===== src/rtl/core/fsss_pkg.sv =====
`default_nettype none
// ----------------------------------------------------------------------------
// fsss_pkg
// Shared types, constants and the tuple fold for the flow signature seen set.
// ----------------------------------------------------------------------------
package fsss_pkg;

	localparam int unsigned FSSS_SET_ENTRIES = 16384;
	localparam int unsigned FSSS_PROBE_LIMIT = 16;

	localparam logic [63:0] MIX_MUL_A = 64'hff51afd7ed558ccd;
	localparam logic [63:0] MIX_MUL_B = 64'hc4ceb9fe1a85ec53;
	localparam int unsigned MIX_SHIFT = 33;

	typedef logic [31:0] addr_t;
	typedef logic [15:0] port_t;
	typedef logic [7:0]  proto_t;
	typedef logic [63:0] sig_t;

	typedef struct packed {
		addr_t  addr_low;
		addr_t  addr_high;
		port_t  port_first;
		port_t  port_second;
		proto_t protocol;
	} tuple_t;

	// Folds the 5-tuple into 64 bits before mixing.
	function automatic sig_t fold_tuple(input tuple_t t);
		fold_tuple = {t.addr_low, 32'h0} ^ {32'h0, t.addr_high} ^ {t.port_first, 48'h0}
			^ {16'h0, t.port_second, 32'h0} ^ {56'h0, t.protocol};
	endfunction

endpackage
`default_nettype wire


===== src/rtl/core/fsss_hash.sv =====
`default_nettype none
// ----------------------------------------------------------------------------
// fsss_hash
// Multi-cycle signature unit: tuple fold, 64-bit finalizer on one shared
// 32x32 multiplier, zero fix-up and start slot (mask, or byte fold followed
// by a reciprocal multiply for other sizes).
// ----------------------------------------------------------------------------
module fsss_hash #(
	parameter int unsigned SET_ENTRIES = fsss_pkg::FSSS_SET_ENTRIES,
	localparam int unsigned IDX_W = $clog2(SET_ENTRIES)
) (
	input  wire logic             clk,
	input  wire logic             arst_n,
	input  wire logic             start,
	input  wire fsss_pkg::tuple_t tuple,
	output logic                  done,
	output fsss_pkg::sig_t        sig,
	output logic [IDX_W-1:0]      slot
);
	import fsss_pkg::*;

	localparam bit IS_POW2 = ((SET_ENTRIES & (SET_ENTRIES - 1)) == 0);

	localparam logic [31:0] MOD_N = 32'(SET_ENTRIES);
	// Quotient estimate scale; the estimate is short by at most one.
	localparam logic [31:0] RECIP = 32'((64'd1 << 31) / 64'(SET_ENTRIES));

	localparam logic [2:0] H_IDLE = 3'd0;
	localparam logic [2:0] H_MUL0 = 3'd1;
	localparam logic [2:0] H_MUL1 = 3'd2;
	localparam logic [2:0] H_MUL2 = 3'd3;
	localparam logic [2:0] H_FIX  = 3'd4;
	localparam logic [2:0] H_SUM  = 3'd5;
	localparam logic [2:0] H_QUOT = 3'd6;
	localparam logic [2:0] H_REM  = 3'd7;

	logic [2:0]       hst_q;
	logic             round_q;
	sig_t             v_q;
	logic [63:0]      p0_q;
	logic [31:0]      cross_q;
	sig_t             sig_q;
	logic [31:0]      y_q;
	logic [31:0]      q_q;
	logic             done_q;
	logic [IDX_W-1:0] slot_q;

	sig_t        folded;
	sig_t        v_init;
	logic [63:0] mul_c;
	logic [31:0] mul_a;
	logic [31:0] mul_b;
	logic [63:0] prod;
	logic [31:0] hi_sum;
	sig_t        prod_full;
	sig_t        mixed;
	sig_t        fixed;
	logic [31:0]      fold_term [8];
	logic [31:0]      fold_sum;
	logic [63:0]      quot_prod;
	logic [63:0]      back_prod;
	logic [31:0]      rem_raw;
	logic [IDX_W-1:0] rem_next;

	assign folded = fold_tuple(tuple);
	assign v_init = folded ^ (folded >> MIX_SHIFT);

	// Low 64 bits of v * C from three partial products, one per cycle.
	assign mul_c  = round_q ? MIX_MUL_B : MIX_MUL_A;
	assign mul_a  = (hst_q == H_MUL1) ? v_q[63:32] : v_q[31:0];
	assign mul_b  = (hst_q == H_MUL2) ? mul_c[63:32] : mul_c[31:0];
	assign prod   = {32'h0, mul_a} * {32'h0, mul_b};
	assign hi_sum = p0_q[63:32] + cross_q + prod[31:0];
	assign prod_full = {hi_sum, p0_q[31:0]};
	assign mixed  = prod_full ^ (prod_full >> MIX_SHIFT);

	assign fixed  = (v_q == '0) ? 64'd1 : v_q;

	// Each signature byte is weighted by 2^(8i) mod SET_ENTRIES, which keeps the
	// congruent sum below 2040 * SET_ENTRIES (below 2^31 for SET_ENTRIES up to 2^20).
	for (genvar gi = 0; gi < 8; gi++) begin : g_fold
		localparam logic [31:0] BYTE_W = 32'((64'd1 << (8 * gi)) % 64'(SET_ENTRIES));
		assign fold_term[gi] = {24'h0, sig_q[8*gi +: 8]} * BYTE_W;
	end

	assign fold_sum  = fold_term[0] + fold_term[1] + fold_term[2] + fold_term[3]
		+ fold_term[4] + fold_term[5] + fold_term[6] + fold_term[7];
	assign quot_prod = {32'h0, y_q} * {32'h0, RECIP};
	assign back_prod = {32'h0, q_q} * {32'h0, MOD_N};
	assign rem_raw   = y_q - back_prod[31:0];
	assign rem_next  = (rem_raw >= MOD_N) ? IDX_W'(rem_raw - MOD_N) : rem_raw[IDX_W-1:0];

	always_ff @(posedge clk or negedge arst_n) begin
		if (!arst_n) begin
			hst_q   <= H_IDLE;
			round_q <= 1'b0;
			done_q  <= 1'b0;
		end else begin
			done_q <= 1'b0;
			unique case (hst_q)
				H_IDLE: begin
					if (start) begin
						round_q <= 1'b0;
						hst_q   <= H_MUL0;
					end
				end
				H_MUL0: hst_q <= H_MUL1;
				H_MUL1: hst_q <= H_MUL2;
				H_MUL2: begin
					round_q <= 1'b1;
					hst_q   <= round_q ? H_FIX : H_MUL0;
				end
				H_FIX: begin
					if (IS_POW2) begin
						done_q <= 1'b1;
						hst_q  <= H_IDLE;
					end else begin
						hst_q <= H_SUM;
					end
				end
				H_SUM:  hst_q <= H_QUOT;
				H_QUOT: hst_q <= H_REM;
				H_REM: begin
					done_q <= 1'b1;
					hst_q  <= H_IDLE;
				end
				default: hst_q <= H_IDLE;
			endcase
		end
	end

	always_ff @(posedge clk) begin
		unique case (hst_q)
			H_IDLE: begin
				if (start) begin
					v_q <= v_init;
				end
			end
			H_MUL0: p0_q <= prod;
			H_MUL1: cross_q <= prod[31:0];
			H_MUL2: v_q <= mixed;
			H_FIX: begin
				sig_q  <= fixed;
				slot_q <= fixed[IDX_W-1:0];
			end
			H_SUM:  y_q <= fold_sum;
			H_QUOT: q_q <= quot_prod[62:31];
			H_REM:  slot_q <= rem_next;
			default: begin
			end
		endcase
	end

	assign done = done_q;
	assign sig  = sig_q;
	assign slot = slot_q;

endmodule
`default_nettype wire


===== config.mk =====
export PLATFORM = sky130hd
export DESIGN_NAME = fsss_hash
export DESIGN_NICKNAME = d
export VERILOG_FILES = /design/src/rtl/core/fsss_pkg.sv /design/src/rtl/core/fsss_hash.sv
export SDC_FILE = /design/constraint.sdc
export NUM_CORES = 2
export LEC_CHECK = 0
export BUFFER_PORTS_ARGS = -buffer_cell sky130_fd_sc_hd__buf_2
export CAP_MARGIN = 30
export CORE_MARGIN = 1
export CORE_UTILIZATION = 59
export DETAILED_ROUTE_END_ITERATION = 10
export PLACE_DENSITY = 0.91
export SYNTH_ARGS = -nofsm -noshare
export SYNTH_HDL_FRONTEND = slang
export SYNTH_SLANG_ARGS = --single-unit

===== constraint.sdc =====
create_clock -name clk -period 10.7 [get_ports clk]
set_input_delay 3.21 -clock clk [delete_from_list [all_inputs] [get_ports clk]]
set_output_delay 3.21 -clock clk [all_outputs]
set_load 0.03 [all_outputs]

==> out/summary.md <==
Final count of hold timing violations: 0. STA classifies the critical path endpoint as a flop. The run finished with clean final reports. Counting along the longest clock path gives a buffer depth of 3. Setup slack closes at 205 ps. Counting distinct cell types in the post-synthesis netlist gives 70. The share of the clock period used by the worst path after layout was 0.981. 186 I/O pins were placed.

The number of levels the H-tree was split into is 1. In this design, the stage delay of the slowest critical-path cell is 590 ps. The area share of the largest cell type after synthesis was 0.420; the final antenna-violating net count was 0. The floorplan step set the die height to 268 um. The die outline area was 71800 sq um; the maximum fanout along the worst path was 15. The mean instance size in the synthesized netlist came out at 10.4 sq um.

Buffers inserted during clock tree synthesis total 20. At the end of routability-driven placement, the weighted congestion stood at 1.07. The run gives -103 ps as the post-place setup slack. The run gives 0 as the total congestion overflow. In the final timing run, aggregate negative setup slack is 0 ps.

Overall global routing resource usage: 0.391. The data arrival time at the worst-slack endpoint is 10770 ps. The fraction of final layout cells with drive strength greater than 1 was 0.121.

For this design, the slowest cell found on the critical path is sky130_fd_sc_hd__fa_1. The initial antenna violation count is 1. The area growth from synthesis to layout is 9.65%. Summing every instance area after synthesis gives 41700 sq um. Number of violations reported at the end of detailed-routing iteration 0: 3391.

The tools report the count of clock tree sinks as 257. The run gives 0.184 as the sequential cell area fraction in the yosys report. The logs give 5171 for the count of placed standard cells including taps and 0 for the number of max-slew violations in the final report. The pre-antenna-repair detailed-routing pass consisted of 6 iterations. In this design, the largest share of critical-path delay is due to adder cells.

Static timing analysis puts the maximum clock frequency at 0.0953 GHz. The clock transition time at the flip-flop clock pins of the worst setup and hold paths came out at 90 ps. The tools report the final routed wirelength across all metal layers as 135000 um. The tools report the residual DRC count as 0.

The run gives 530 ps as the clock latency on the worst-skew pair. The synthesis warning total is 0, and the effective utilization at floorplan is 0.596. The final core utilization is 0.654, and the via count of the first global-routing pass is 33100. The maximum number of pins on one net before global-route repair came out at 88. The buffers plus inverters on the worst setup path is 10, and the worst max-slew margin expressed relative to the limit is 0.344.

Sorting the synthesized cells by area gives the leading types as sky130_fd_sc_hd__fa_1 (42%), sky130_fd_sc_hd__edfxtp_1 (18%), sky130_fd_sc_hd__ha_1 (10%). In the final design database the tool counted 5590 nets. The number of nets handed over by synthesis was 5331. After detailed routing, the average wire length per cell comes to 25.9 um. The number of rows created at floorplan is 97. Minimum period implied by the final worst setup slack: 10500 ps. Core area: 70000 sq um. The most common cell after layout, fill and taps aside is sky130_fd_sc_hd__inv_1. Counting every instance in the synthesized netlist gives 4006. The worst hold path belongs to the class flop to flop. Max-capacitance violation count: 0. The count of vias placed by the detailed router was 30500; the number of synthesized flops with an enable pin was 252. TritonCTS built the clock tree. The critical path data required time came out at 10980 ps.

Buffers placed on the I/O ports in this run total 185. The category of the most critical setup path was flop to flop. The synthesized flop and latch total was 257; the async set or reset register ratio after synthesis was 0.0195. The startpoint type of the worst setup path was a flop.

The tree is rooted in a sky130_fd_sc_hd__clkbuf_16. The transition time of the tightest slew-check pin is 985 ps, and the total of endpoints with negative setup slack in the final report is 0. After detailed routing, the number of vias per cell comes to 5.85. Leaving out fill and tap cells, the most frequent cells in the layout are sky130_fd_sc_hd__inv_1 (1030), sky130_fd_sc_hd__fa_1 (876), sky130_fd_sc_hd__ha_1 (339). Cell with the most instances on the worst path: sky130_fd_sc_hd__fa_1.

Detailed placement finished with a half-perimeter wire length of 117000 um. Summed over all instances, the cell type with the most area after synthesis is sky130_fd_sc_hd__fa_1. The worst-case clock skew was 22.3 ps. The most used flip-flop cell after synthesis was sky130_fd_sc_hd__edfxtp_1. The non-filler instance count after layout came out at 5217. The floorplan die width is 268 um. The first global-routing pass estimated 203000 um of wire.
## synthesized netlist by cell type (4+ instances only)
cell type / instances
sky130_fd_sc_hd__inv_1: 1030
sky130_fd_sc_hd__fa_1: 876
sky130_fd_sc_hd__ha_1: 342
sky130_fd_sc_hd__nor2_1: 319
sky130_fd_sc_hd__edfxtp_1: 252
sky130_fd_sc_hd__nand2_1: 210
sky130_fd_sc_hd__a21oi_1: 173
sky130_fd_sc_hd__clkbuf_1: 149
sky130_fd_sc_hd__xnor2_1: 112
sky130_fd_sc_hd__xor2_1: 92
sky130_fd_sc_hd__o21ai_0: 58
sky130_fd_sc_hd__a21o_1: 54
sky130_fd_sc_hd__mux2_2: 31
sky130_fd_sc_hd__nand3_1: 26
sky130_fd_sc_hd__nand2b_1: 24
sky130_fd_sc_hd__nor4_1: 21
sky130_fd_sc_hd__nand4_1: 19
sky130_fd_sc_hd__mux2i_1: 17
sky130_fd_sc_hd__a31oi_1: 16
sky130_fd_sc_hd__and3_1: 15
sky130_fd_sc_hd__nor3_1: 15
sky130_fd_sc_hd__o211ai_1: 13
sky130_fd_sc_hd__o21bai_1: 13
sky130_fd_sc_hd__nor2b_1: 11
sky130_fd_sc_hd__o21ai_1: 11
sky130_fd_sc_hd__a211oi_1: 10
sky130_fd_sc_hd__o21a_1: 10
sky130_fd_sc_hd__clkinv_1: 7
sky130_fd_sc_hd__and2_1: 6
sky130_fd_sc_hd__a221oi_1: 5
sky130_fd_sc_hd__dfrtp_1: 5
sky130_fd_sc_hd__o22ai_1: 4
## path summary, 6_finish.rpt
path,depth (start not counted),to,start,slack [ps]
max,34,v_q[29],hst_q[1],200
min,0,y_q[3],sig[3],450
max reg2reg,34,v_q[29],hst_q[1],200
min reg2reg,0,y_q[3],sig[3],450
max in group asynchronous,1,round_q,arst_n,8030
min in group asynchronous,1,hst_q[1],arst_n,2500
## worst register-to-register path, delay by kind of cell, from the launching register on
kind / cells / cell delay [ps]
mux: 2 / 610
fa+ha+maj: 11 / 5240
buf+inv: 10 / 1310
simple gates: 3 / 730
flops: 1 / 410
xor+xnor: 2 / 510
compound gates: 6 / 1440
## area by class of cell
cell class,instances,area [sq um]
Clock inverter,8,118
Inverter,1039,3900
Fill cell,5266,24300
Timing Repair Buffer,390,2530
Clock buffer,25,541
Multi-Input combinational cell,2557,29800
Antenna cell,1,2.50
Sequential cell,257,7690
Tap cell,940,1180
## logic make-up after synthesis
kind of cell             Yosys count  share of synthesized area
buffers and inverters           1192                      0.107
multiplexers                      48                     0.0124
XOR/XNOR                         207                     0.0444
AND/OR/NAND/NOR                  681                     0.0698
flip-flops                       257                      0.184
AO/OA/AOI/OAI                    402                     0.0591
adder cells (fa/ha/maj)         1218                      0.523
other                              1                  0.0000898
## flip-flops by register name, indices dropped and copies added (netlist names)
name	cells
cross_q	32
done	1
hst_q	3
p0_q	64
round_q	1
sig	64
slot	14
v_q	64
y_q	14
## metrics by stage
stage	cell area, sq um	hold slack [ps]
global route	45800	459
global placement	44800	427
CTS	45500	454
finish	45800	454
detailed placement	44800	432
floorplan	41800	484
## routing by layer
| metal | GRT usage | vias up | wire length (um) |
|---|---|---|---|
| met4 | 0.247 | 0 | 10500 |
| met3 | 0.0755 | 451 | 14400 |
| met2 | 0.605 | 1936 | 61400 |
| met5 | 0 | - | 0 |
| met1 | 0.512 | 15400 | 48700 |
| li1 | - | 12700 | - |
## what timing repair did
action / CTS / global route
gates cloned: 0 / 1
hold buffers: 0 / 0
pin swaps: 0 / 8
resized for setup: 6 / 47
setup buffers: 0 / 11
endpoints found under the setup margin: 5 / 17
Power is left out: the tool's default activity adds up to more than one toggle a clock period on the data nets, which glitch-free logic cannot reach.
